`config.mk`:
```
export PLATFORM = sky130hd
export DESIGN_NAME = noise_gate_attack_hold_release
export DESIGN_NICKNAME = d
export VERILOG_FILES = /design/src/design/ngahr_pkg.sv /design/src/design/noise_gate_attack_hold_release.sv /design/src/design/ngahr_ctrl.sv /design/src/design/ngahr_dp.sv
export SDC_FILE = /design/constraint.sdc
export NUM_CORES = 2
export LEC_CHECK = 0
export BUFFER_PORTS_ARGS = -buffer_cell sky130_fd_sc_hd__clkbuf_2
export CAP_MARGIN = 20
export CORE_ASPECT_RATIO = 1.75
export CORE_MARGIN = 3
export CORE_UTILIZATION = 45
export CTS_BUF_LIST = sky130_fd_sc_hd__clkbuf_8
export CTS_CLUSTER_SIZE = 8
export DETAILED_ROUTE_END_ITERATION = 6
export GPL_ROUTABILITY_DRIVEN = 0
export HOLD_SLACK_MARGIN = 0.02
export PLACE_DENSITY = 0.7
export SLEW_MARGIN = 5
export SYNTH_ARGS = -nofsm -noshare
export SYNTH_HDL_FRONTEND = slang
export SYNTH_SLANG_ARGS = --single-unit
```
`constraint.sdc`:
```
create_clock -name clk -period 14.5 [get_ports clk]
set_input_delay 0.725 -clock clk [delete_from_list [all_inputs] [get_ports clk]]
set_output_delay 0.725 -clock clk [all_outputs]
set_load 0.005 [all_outputs]
```
`src/design/ngahr_pkg.sv`:
```
// Shared types and constants of the noise gate: field widths, fixed-point
// constants, register indexes, multiplier operand selects and the command bundle.
// No dependencies.
`timescale 1ns / 1ps
`default_nettype none

package ngahr_pkg;

	localparam int SAMPLE_BITS = 24;
	localparam int COEF_BITS   = 16;
	localparam int HOLD_BITS   = 20;

	localparam int THR_BITS  = SAMPLE_BITS - 1;
	localparam int GAIN_BITS = COEF_BITS + 1;

	// shared multiplier operand widths (signed)
	localparam int MUL_A_BITS = (SAMPLE_BITS + 1 > COEF_BITS + 2) ? SAMPLE_BITS + 1
	                                                             : COEF_BITS + 2;
	localparam int MUL_B_BITS = COEF_BITS + 2;
	localparam int PROD_BITS  = MUL_A_BITS + MUL_B_BITS;

	localparam longint unsigned ONE_Q     = 64'd1 << COEF_BITS;
	localparam longint unsigned SNAP_HIGH = (ONE_Q * 999 + 999) / 1000;
	localparam longint unsigned SNAP_LOW  = ONE_Q / 1000;

	// register map, index = byte address / 4
	localparam logic [2:0] REG_OPEN_THRESHOLD    = 3'd0;
	localparam logic [2:0] REG_ENV_ATTACK_COEFF  = 3'd1;
	localparam logic [2:0] REG_ENV_RELEASE_COEFF = 3'd2;
	localparam logic [2:0] REG_GAIN_RISE_COEFF   = 3'd3;
	localparam logic [2:0] REG_GAIN_FALL_COEFF   = 3'd4;
	localparam logic [2:0] REG_HOLD_LENGTH       = 3'd5;

	localparam logic [THR_BITS-1:0]  RST_OPEN_THRESHOLD    = THR_BITS'(8389);
	localparam logic [COEF_BITS-1:0] RST_ENV_ATTACK_COEFF  = COEF_BITS'(0);
	localparam logic [COEF_BITS-1:0] RST_ENV_RELEASE_COEFF = COEF_BITS'(65000);
	localparam logic [COEF_BITS-1:0] RST_GAIN_RISE_COEFF   = COEF_BITS'(60000);
	localparam logic [COEF_BITS-1:0] RST_GAIN_FALL_COEFF   = COEF_BITS'(65000);
	localparam logic [HOLD_BITS-1:0] RST_HOLD_LENGTH       = HOLD_BITS'(2400);

	// gate phases
	localparam logic [1:0] PH_CLOSED  = 2'd0;
	localparam logic [1:0] PH_ATTACK  = 2'd1;
	localparam logic [1:0] PH_HOLD    = 2'd2;
	localparam logic [1:0] PH_RELEASE = 2'd3;

	// multiplier operand selects
	localparam logic [1:0] MUL_ENV  = 2'd0;
	localparam logic [1:0] MUL_GAIN = 2'd1;
	localparam logic [1:0] MUL_OUT  = 2'd2;

	typedef struct packed {
		logic [THR_BITS-1:0]  open_threshold;
		logic [COEF_BITS-1:0] env_attack_coeff;
		logic [COEF_BITS-1:0] env_release_coeff;
		logic [COEF_BITS-1:0] gain_rise_coeff;
		logic [COEF_BITS-1:0] gain_fall_coeff;
		logic [HOLD_BITS-1:0] hold_length;
	} cfg_t;

	typedef struct packed {
		logic       load;
		logic       mul_en;
		logic [1:0] mul_sel;
		logic       env_upd;
		logic       gate_upd;
		logic       gain_upd;
		logic       out_wr;
	} cmd_t;

endpackage

`default_nettype wire

```
`src/design/noise_gate_attack_hold_release.sv`:
```
// Top level of the noise gate: APB register file, sequencer and datapath.
// Depends on ngahr_pkg, ngahr_ctrl and ngahr_dp.
`timescale 1ns / 1ps
`default_nettype none

// Sequence: load, envelope multiply and update, gate update, gain multiply and
//   update, output multiply and write; the write waits while the output register
//   is full. One item at a time; the single shared multiplier serves all three.
// The output register lets the next item enter while a result waits to be taken.
// Reset (arst_n low, asynchronous): envelope, gain and hold count clear, gate
//   closed, registers return to their defaults, no result pending.
module noise_gate_attack_hold_release (
	input  wire                                       clk,
	input  wire                                       arst_n,
	// configuration port
	input  wire                                       psel,
	input  wire                                       penable,
	input  wire                                       pwrite,
	input  wire  [4:0]                                paddr,
	input  wire  [31:0]                               pwdata,
	output logic [31:0]                               prdata,
	output logic                                      pready,
	// sample input
	input  wire                                       in_valid,
	output logic                                      in_ready,
	input  wire signed [ngahr_pkg::SAMPLE_BITS-1:0]   sample_in,
	// gated output
	output logic                                      out_valid,
	input  wire                                       out_ready,
	output logic signed [ngahr_pkg::SAMPLE_BITS-1:0]  sample_out
);

	ngahr_pkg::cfg_t cfg_q;
	ngahr_pkg::cmd_t cmd;
	logic            wr_en;
	logic [2:0]      reg_idx;

	assign pready  = 1'b1;
	assign reg_idx = paddr[4:2];
	// the write lands on the access phase
	assign wr_en   = psel && penable && pwrite;

	always_ff @(posedge clk or negedge arst_n) begin
		if (!arst_n) begin
			cfg_q.open_threshold    <= ngahr_pkg::RST_OPEN_THRESHOLD;
			cfg_q.env_attack_coeff  <= ngahr_pkg::RST_ENV_ATTACK_COEFF;
			cfg_q.env_release_coeff <= ngahr_pkg::RST_ENV_RELEASE_COEFF;
			cfg_q.gain_rise_coeff   <= ngahr_pkg::RST_GAIN_RISE_COEFF;
			cfg_q.gain_fall_coeff   <= ngahr_pkg::RST_GAIN_FALL_COEFF;
			cfg_q.hold_length       <= ngahr_pkg::RST_HOLD_LENGTH;
		end else if (wr_en) begin
			unique case (reg_idx)
				ngahr_pkg::REG_OPEN_THRESHOLD:
					cfg_q.open_threshold <= pwdata[ngahr_pkg::THR_BITS-1:0];
				ngahr_pkg::REG_ENV_ATTACK_COEFF:
					cfg_q.env_attack_coeff <= pwdata[ngahr_pkg::COEF_BITS-1:0];
				ngahr_pkg::REG_ENV_RELEASE_COEFF:
					cfg_q.env_release_coeff <= pwdata[ngahr_pkg::COEF_BITS-1:0];
				ngahr_pkg::REG_GAIN_RISE_COEFF:
					cfg_q.gain_rise_coeff <= pwdata[ngahr_pkg::COEF_BITS-1:0];
				ngahr_pkg::REG_GAIN_FALL_COEFF:
					cfg_q.gain_fall_coeff <= pwdata[ngahr_pkg::COEF_BITS-1:0];
				ngahr_pkg::REG_HOLD_LENGTH:
					cfg_q.hold_length <= pwdata[ngahr_pkg::HOLD_BITS-1:0];
				default: begin
					// unmapped address: drop the write
				end
			endcase
		end
	end

	// read back, zero-extended
	always_comb begin
		unique case (reg_idx)
			ngahr_pkg::REG_OPEN_THRESHOLD:    prdata = 32'(cfg_q.open_threshold);
			ngahr_pkg::REG_ENV_ATTACK_COEFF:  prdata = 32'(cfg_q.env_attack_coeff);
			ngahr_pkg::REG_ENV_RELEASE_COEFF: prdata = 32'(cfg_q.env_release_coeff);
			ngahr_pkg::REG_GAIN_RISE_COEFF:   prdata = 32'(cfg_q.gain_rise_coeff);
			ngahr_pkg::REG_GAIN_FALL_COEFF:   prdata = 32'(cfg_q.gain_fall_coeff);
			ngahr_pkg::REG_HOLD_LENGTH:       prdata = 32'(cfg_q.hold_length);
			default:                          prdata = 32'd0;
		endcase
	end

	// sequencer: one item at a time, stalls only when the output register is full
	ngahr_ctrl u_ctrl (
		.clk       (clk),
		.arst_n    (arst_n),
		.in_valid  (in_valid),
		.in_ready  (in_ready),
		.out_valid (out_valid),
		.out_ready (out_ready),
		.cmd       (cmd)
	);

	// envelope follower, gate phases, gain ramp and output scaling
	ngahr_dp u_dp (
		.clk        (clk),
		.arst_n     (arst_n),
		.cmd        (cmd),
		.cfg        (cfg_q),
		.sample_in  (sample_in),
		.sample_out (sample_out)
	);

endmodule

`default_nettype wire

```
`src/design/ngahr_ctrl.sv`:
```
// Sequencer of the noise gate: steps one item through the datapath passes
// and owns the input and output handshakes. Depends on ngahr_pkg.
`timescale 1ns / 1ps
`default_nettype none

module ngahr_ctrl (
	input  wire               clk,
	input  wire               arst_n,
	input  wire               in_valid,
	output logic              in_ready,
	output logic              out_valid,
	input  wire               out_ready,
	output ngahr_pkg::cmd_t   cmd
);

	localparam logic [2:0] ST_IDLE     = 3'd0;
	localparam logic [2:0] ST_ENV_MUL  = 3'd1;
	localparam logic [2:0] ST_ENV_UPD  = 3'd2;
	localparam logic [2:0] ST_GATE     = 3'd3;
	localparam logic [2:0] ST_GAIN_MUL = 3'd4;
	localparam logic [2:0] ST_GAIN_UPD = 3'd5;
	localparam logic [2:0] ST_OUT_MUL  = 3'd6;
	localparam logic [2:0] ST_OUT_WR   = 3'd7;

	logic [2:0] state_q, state_d;
	logic       out_valid_q;
	logic       out_free;

	assign out_free  = !out_valid_q || out_ready;
	assign in_ready  = (state_q == ST_IDLE);
	assign out_valid = out_valid_q;

	always_comb begin
		state_d = state_q;
		cmd     = '0;
		unique case (state_q)
			ST_IDLE: begin
				if (in_valid) begin
					cmd.load = 1'b1;
					state_d  = ST_ENV_MUL;
				end
			end
			ST_ENV_MUL: begin
				cmd.mul_en  = 1'b1;
				cmd.mul_sel = ngahr_pkg::MUL_ENV;
				state_d     = ST_ENV_UPD;
			end
			ST_ENV_UPD: begin
				cmd.env_upd = 1'b1;
				state_d     = ST_GATE;
			end
			ST_GATE: begin
				cmd.gate_upd = 1'b1;
				state_d      = ST_GAIN_MUL;
			end
			ST_GAIN_MUL: begin
				cmd.mul_en  = 1'b1;
				cmd.mul_sel = ngahr_pkg::MUL_GAIN;
				state_d     = ST_GAIN_UPD;
			end
			ST_GAIN_UPD: begin
				cmd.gain_upd = 1'b1;
				state_d      = ST_OUT_MUL;
			end
			ST_OUT_MUL: begin
				cmd.mul_en  = 1'b1;
				cmd.mul_sel = ngahr_pkg::MUL_OUT;
				state_d     = ST_OUT_WR;
			end
			ST_OUT_WR: begin
				if (out_free) begin
					cmd.out_wr = 1'b1;
					state_d    = ST_IDLE;
				end
			end
			default: begin
				state_d = ST_IDLE;
			end
		endcase
	end

	always_ff @(posedge clk or negedge arst_n) begin
		if (!arst_n) begin
			state_q     <= ST_IDLE;
			out_valid_q <= 1'b0;
		end else begin
			state_q <= state_d;
			if (cmd.out_wr)
				out_valid_q <= 1'b1;
			else if (out_ready)
				out_valid_q <= 1'b0;
		end
	end

endmodule

`default_nettype wire

```
`src/design/ngahr_dp.sv`:
```
// Datapath of the noise gate: envelope, gate phase, hold counter, gain and
// one shared signed multiplier. Driven by ngahr_ctrl commands; uses ngahr_pkg.
`timescale 1ns / 1ps
`default_nettype none

module ngahr_dp (
	input  wire                                          clk,
	input  wire                                          arst_n,
	input  ngahr_pkg::cmd_t                              cmd,
	input  ngahr_pkg::cfg_t                              cfg,
	input  wire signed [ngahr_pkg::SAMPLE_BITS-1:0]      sample_in,
	output logic signed [ngahr_pkg::SAMPLE_BITS-1:0]     sample_out
);

	localparam int SB = ngahr_pkg::SAMPLE_BITS;
	localparam int CB = ngahr_pkg::COEF_BITS;
	localparam int HB = ngahr_pkg::HOLD_BITS;
	localparam int GB = ngahr_pkg::GAIN_BITS;
	localparam int AB = ngahr_pkg::MUL_A_BITS;
	localparam int BB = ngahr_pkg::MUL_B_BITS;
	localparam int PB = ngahr_pkg::PROD_BITS;
	localparam int YB = PB + 1 - CB;

	localparam logic [GB-1:0] GAIN_ONE  = GB'(ngahr_pkg::ONE_Q);
	localparam logic [GB-1:0] GAIN_HIGH = GB'(ngahr_pkg::SNAP_HIGH);
	localparam logic [GB-1:0] GAIN_LOW  = GB'(ngahr_pkg::SNAP_LOW);
	localparam logic signed [PB:0] HALF_ACC = (PB+1)'(ngahr_pkg::ONE_Q >> 1);
	localparam logic signed [YB-1:0] Y_HI = YB'((64'd1 << (SB - 1)) - 64'd1);
	localparam logic signed [YB-1:0] Y_LO = -Y_HI - YB'(1);

	logic signed [SB-1:0] x_q;
	logic [SB-1:0]        mag_q;
	logic [SB-1:0]        env_q;
	logic [GB-1:0]        gain_q;
	logic [1:0]           phase_q;
	logic [HB-1:0]        hold_q;
	logic                 tgt_q;
	logic [CB-1:0]        coef_q;
	logic signed [PB-1:0] prod_q;
	logic signed [SB-1:0] out_q;

	logic [SB-1:0]        mag_in;
	logic signed [AB-1:0] mul_a;
	logic signed [BB-1:0] mul_b;
	logic signed [PB:0]   env_acc;
	logic signed [PB:0]   gain_acc;
	logic signed [PB:0]   y_acc;
	logic signed [YB-1:0] y_full;
	logic signed [SB-1:0] y_sat;
	logic                 above;
	logic [1:0]           phase_n;
	logic [GB-1:0]        gain_n;
	logic [HB-1:0]        hold_n;
	logic                 tgt_n;

	assign mag_in = sample_in[SB-1] ? (~sample_in + SB'(1)) : sample_in;

	// shared multiplier operands
	always_comb begin
		case (cmd.mul_sel)
			ngahr_pkg::MUL_ENV: begin
				mul_a = AB'($signed({1'b0, env_q}) - $signed({1'b0, mag_q}));
				mul_b = $signed({2'b00, coef_q});
			end
			ngahr_pkg::MUL_GAIN: begin
				mul_a = AB'($signed({1'b0, gain_q}) - $signed({1'b0, tgt_q, {CB{1'b0}}}));
				mul_b = $signed({2'b00, coef_q});
			end
			default: begin
				mul_a = AB'(x_q);
				mul_b = $signed({1'b0, gain_q});
			end
		endcase
	end

	// pole step: target*ONE + (old - target)*c + ONE/2, then drop CB bits
	assign env_acc = $signed({{(PB + 1 - SB - CB){1'b0}}, mag_q, {CB{1'b0}}})
	               + (PB+1)'(prod_q) + HALF_ACC;
	assign gain_acc = $signed({{(PB - 2 * CB){1'b0}}, tgt_q, {(2 * CB){1'b0}}})
	                + (PB+1)'(prod_q) + HALF_ACC;

	// output rounding (floor of p + half) and saturation
	assign y_acc  = (PB+1)'(prod_q) + HALF_ACC;
	assign y_full = y_acc[PB:CB];
	always_comb begin
		if (y_full > Y_HI)
			y_sat = SB'(Y_HI);
		else if (y_full < Y_LO)
			y_sat = SB'(Y_LO);
		else
			y_sat = SB'(y_full);
	end

	// gate phase update
	assign above = env_q >= {1'b0, cfg.open_threshold};

	always_comb begin
		phase_n = phase_q;
		gain_n  = gain_q;
		hold_n  = hold_q;
		case (phase_q)
			ngahr_pkg::PH_CLOSED: begin
				if (above)
					phase_n = ngahr_pkg::PH_ATTACK;
			end
			ngahr_pkg::PH_ATTACK: begin
				if (gain_q >= GAIN_HIGH) begin
					gain_n  = GAIN_ONE;
					hold_n  = cfg.hold_length;
					phase_n = ngahr_pkg::PH_HOLD;
				end
				if (!above)
					phase_n = ngahr_pkg::PH_RELEASE;
			end
			ngahr_pkg::PH_HOLD: begin
				if (hold_q <= HB'(1)) begin
					if (above)
						hold_n = cfg.hold_length;
					else begin
						hold_n  = '0;
						phase_n = ngahr_pkg::PH_RELEASE;
					end
				end else begin
					hold_n = hold_q - HB'(1);
				end
			end
			default: begin
				if (above)
					phase_n = ngahr_pkg::PH_ATTACK;
				else if (gain_q <= GAIN_LOW) begin
					gain_n  = '0;
					phase_n = ngahr_pkg::PH_CLOSED;
				end
			end
		endcase
		tgt_n = (phase_n == ngahr_pkg::PH_ATTACK) || (phase_n == ngahr_pkg::PH_HOLD);
	end

	always_ff @(posedge clk or negedge arst_n) begin
		if (!arst_n) begin
			env_q   <= '0;
			gain_q  <= '0;
			phase_q <= ngahr_pkg::PH_CLOSED;
			hold_q  <= '0;
		end else begin
			if (cmd.env_upd)
				env_q <= env_acc[CB +: SB];
			if (cmd.gate_upd) begin
				phase_q <= phase_n;
				gain_q  <= gain_n;
				hold_q  <= hold_n;
			end else if (cmd.gain_upd) begin
				gain_q <= gain_acc[CB +: GB];
			end
		end
	end

	always_ff @(posedge clk) begin
		if (cmd.load) begin
			x_q    <= sample_in;
			mag_q  <= mag_in;
			coef_q <= (mag_in > env_q) ? cfg.env_attack_coeff : cfg.env_release_coeff;
		end else if (cmd.gate_upd) begin
			tgt_q  <= tgt_n;
			coef_q <= (tgt_n && (gain_n < GAIN_ONE)) ? cfg.gain_rise_coeff
			                                         : cfg.gain_fall_coeff;
		end
		if (cmd.mul_en)
			prod_q <= mul_a * mul_b;
		if (cmd.out_wr)
			out_q <= y_sat;
	end

	assign sample_out = out_q;

endmodule

`default_nettype wire

```
==> impl_metrics.env <==
export IMPL_ctsResizeCount=0
export IMPL_dpl_cell_count=4456
export IMPL_clk_pin_slew_worst_paths_ns=0.07
export IMPL_die_x_um=212
export IMPL_crit_start="u_dp.env_q[10]"
export IMPL_routed_wl_um=110000
export IMPL_clock_latency_ns=0.63
export IMPL_critical_path_top_delay_family="adder cells"
export IMPL_post_route_period_util_pct=67.5
export IMPL_yosys_area_top_type_share_pct=25.0
export IMPL_path_buf_inv=4
export IMPL_setup_viol=0
export IMPL_tns_ns=0
export IMPL_synth_seq_cells=290
export IMPL_die_h_um=366
export IMPL_antenna_found_initial=4
export IMPL_synth_seq_area_share_pct=23.7
export IMPL_grt_max_degree=95
export IMPL_cts_sinks=290
export IMPL_grt_ovfl_total=0
export IMPL_dp_hpwl_um=86600
export IMPL_crit_path_end_kind="register"
export IMPL_worstPathArrival_ns=10.14
export IMPL_crit_type="reg -> reg"
export IMPL_async_flop_share_pct=60.0
export IMPL_vias=27200
export IMPL_worst_pin_slew_ns=1.14
export IMPL_clk_path_buf_depth=3
export IMPL_initial_utilization_pct=45.5
export IMPL_drv_cap=0
export IMPL_critical_path_required_ns=14.86
export IMPL_max_freq_ghz=0.102
export IMPL_fp_row_count=131
export IMPL_hold_viol_final=0
export IMPL_drv_slew=0
export IMPL_final_setup_skew_ns=0.0569
export IMPL_layout_cells_non_filler=4546
export IMPL_drt_iter0_drc=2259
export IMPL_netlist_top_cells_area="fa_1 25%, edfxtp_1 10%, dfrtp_1 10%, ha_1 7.5%, inv_1 6.8%"
export IMPL_drc=0
export IMPL_syn_inst=3542
export IMPL_core_sq_mm=0.0731
export IMPL_finalNetCount=4258
export IMPL_r2r_start="u_dp.env_q[10]"
export IMPL_yosysWarnings=0
export IMPL_areaGrowthSynthToFinish_pct=7.11
export IMPL_cts_hold_buffers=0
export IMPL_worst_setup_path_start_kind="register"
export IMPL_grt_pass1_vias=28900
export IMPL_syn_area_per_cell_sq_um=9.40
export IMPL_synth_edff_count=116
export IMPL_ios=127
export IMPL_postCtsSetupBuffers=0
export IMPL_rrSetupSlack_ns=4.72
export IMPL_synth_top_area_cell="fa_1"
export IMPL_vias_per_cell=5.99
export IMPL_cpPeakStageDelay_ns=0.67
export IMPL_antenna_left=0
export IMPL_synthDistinctLibCells=75
export IMPL_numCtsBuffers=43
export IMPL_rsz0062_at_grt="false"
export IMPL_portBuffers=105
export IMPL_firstDrtPassIters=6
export IMPL_drive_gt1_share_pct=11.4
export IMPL_cts_tree="built"
export IMPL_finalCriticalPeriod_ns=9.78
export IMPL_dieArea_sq_mm=0.0774
export IMPL_synth_common_cells="605 x inv_1, 416 x fa_1, 315 x nand2_1"
export IMPL_htreeDepth=2
export IMPL_routedWlPerCell_um=24.2
export IMPL_maxSlewHeadroom_pct=24.3
export IMPL_cts_root_buf="clkbuf_8"
export IMPL_grt_pass1_wl_um=168000
export IMPL_grtUsageTotal_pct=28.7
export IMPL_cp_common_cell="fa_1"
export IMPL_status="complete, no violations"
export IMPL_hold_class="in -> async"
export IMPL_yosysMostFrequentCell="inv_1"
export IMPL_ys_flop_type="dfrtp_1"
export IMPL_cp_max_fo=32
export IMPL_slowest_stage="nor4b_1"
export IMPL_syn_area_sq_mm=0.0333
cell type report:
| cell class | count | area, sq um |
|---|---|---|
| Clock buffer | 48 | 661 |
| Antenna cell | 6 | 15.0 |
| Tap cell | 931 | 1160 |
| Fill cell | 6918 | 37400 |
| Sequential cell | 290 | 7890 |
| Clock inverter | 32 | 139 |
| Timing Repair Buffer | 169 | 1020 |
| Inverter | 606 | 2270 |
| Multi-Input combinational cell | 2464 | 22500 |
sequential cells by signal (all words and copies together) (netlist names):
signal,cells
u_ctrl.state_q,3
u_dp.env_q,24
u_dp.phase_q,2
cfg_q,107
u_dp.mag_q,24
u_dp.hold_q,20
u_ctrl.out_valid,1
u_dp.sample_out,24
u_dp.tgt_q,1
u_dp.coef_q,16
u_dp.prod_q,28
u_dp.gain_q,17
u_dp.x_q,23
per-layer routing:
metal	vias to the layer above	GRT usage (%)	part of all wire [%]
met3	568	4.90	6.3
li1	11900	-	-
met2	1270	49.1	49
met5	-	0	0.012
met4	2	26.4	12
met1	13500	29.4	33
metrics by stage:
step / setup WS (ns) / util [%] / area (sq um) / hold slack, ns
finish: 4.72 / 48.8 / 35700 / 0.214
global route: 4.26 / 48.8 / 35700 / 0.256
CTS: 4.91 / 48.7 / 35600 / 0.215
detailed placement: 4.96 / 47.6 / 34800 / 0.482
global placement: 4.99 / 47.6 / 34800 / 0.463
floorplan: 6.07 / - / 33300 / 0.429
cell families (layout without fill, tap and decap cells):
group / after synthesis / in the layout / synth area share [%]
AND/OR/NAND/NOR: 884 / 884 / 12.5
buffers and inverters: 796 / 855 / 9.12
AO/OA/AOI/OAI: 670 / 670 / 13.6
adder cells (fa/ha/maj): 616 / 616 / 32.5
flip-flops: 290 / 290 / 23.7
multiplexers: 179 / 179 / 5.77
XOR/XNOR: 105 / 105 / 2.76
other: 2 / 16 / 0.0226
worst paths after layout:
kind / to / cells after the start
worst min register to register: u_dp.hold_q[18] / 2
worst min-delay path: u_ctrl.out_valid / 1
min in group clk: u_dp.x_q[4] / 1
worst max-delay path: u_dp.prod_q[42] / 29
worst max register to register: u_dp.prod_q[42] / 29
max in group asynchronous: u_dp.env_q[6] / 2
cells in the final DEF, fill, tap and decap left out, drive strengths merged, types with 13 or more instances in the layout:
cell type	instances
a21o	47
a21oi	122
a221o	18
a22o	38
a22oi	65
a311oi	13
a31o	14
a31oi	18
and2	57
and3	18
buf	65
clkbuf	152
dfrtp	136
dfstp	38
edfxtp	116
fa	416
ha	200
inv	636
mux2	103
mux2i	76
nand2	315
nand2b	22
nand3	78
nand4	38
nor2	199
nor2b	21
nor3	59
nor3b	16
nor4	15
o21a	22
o21ai	180
o2bb2ai	17
o311ai	18
o31ai	15
xnor2	69
xor2	36
Power is left out: the tool's default activity adds up to more than one toggle a clock period on the data nets, which glitch-free logic cannot reach.
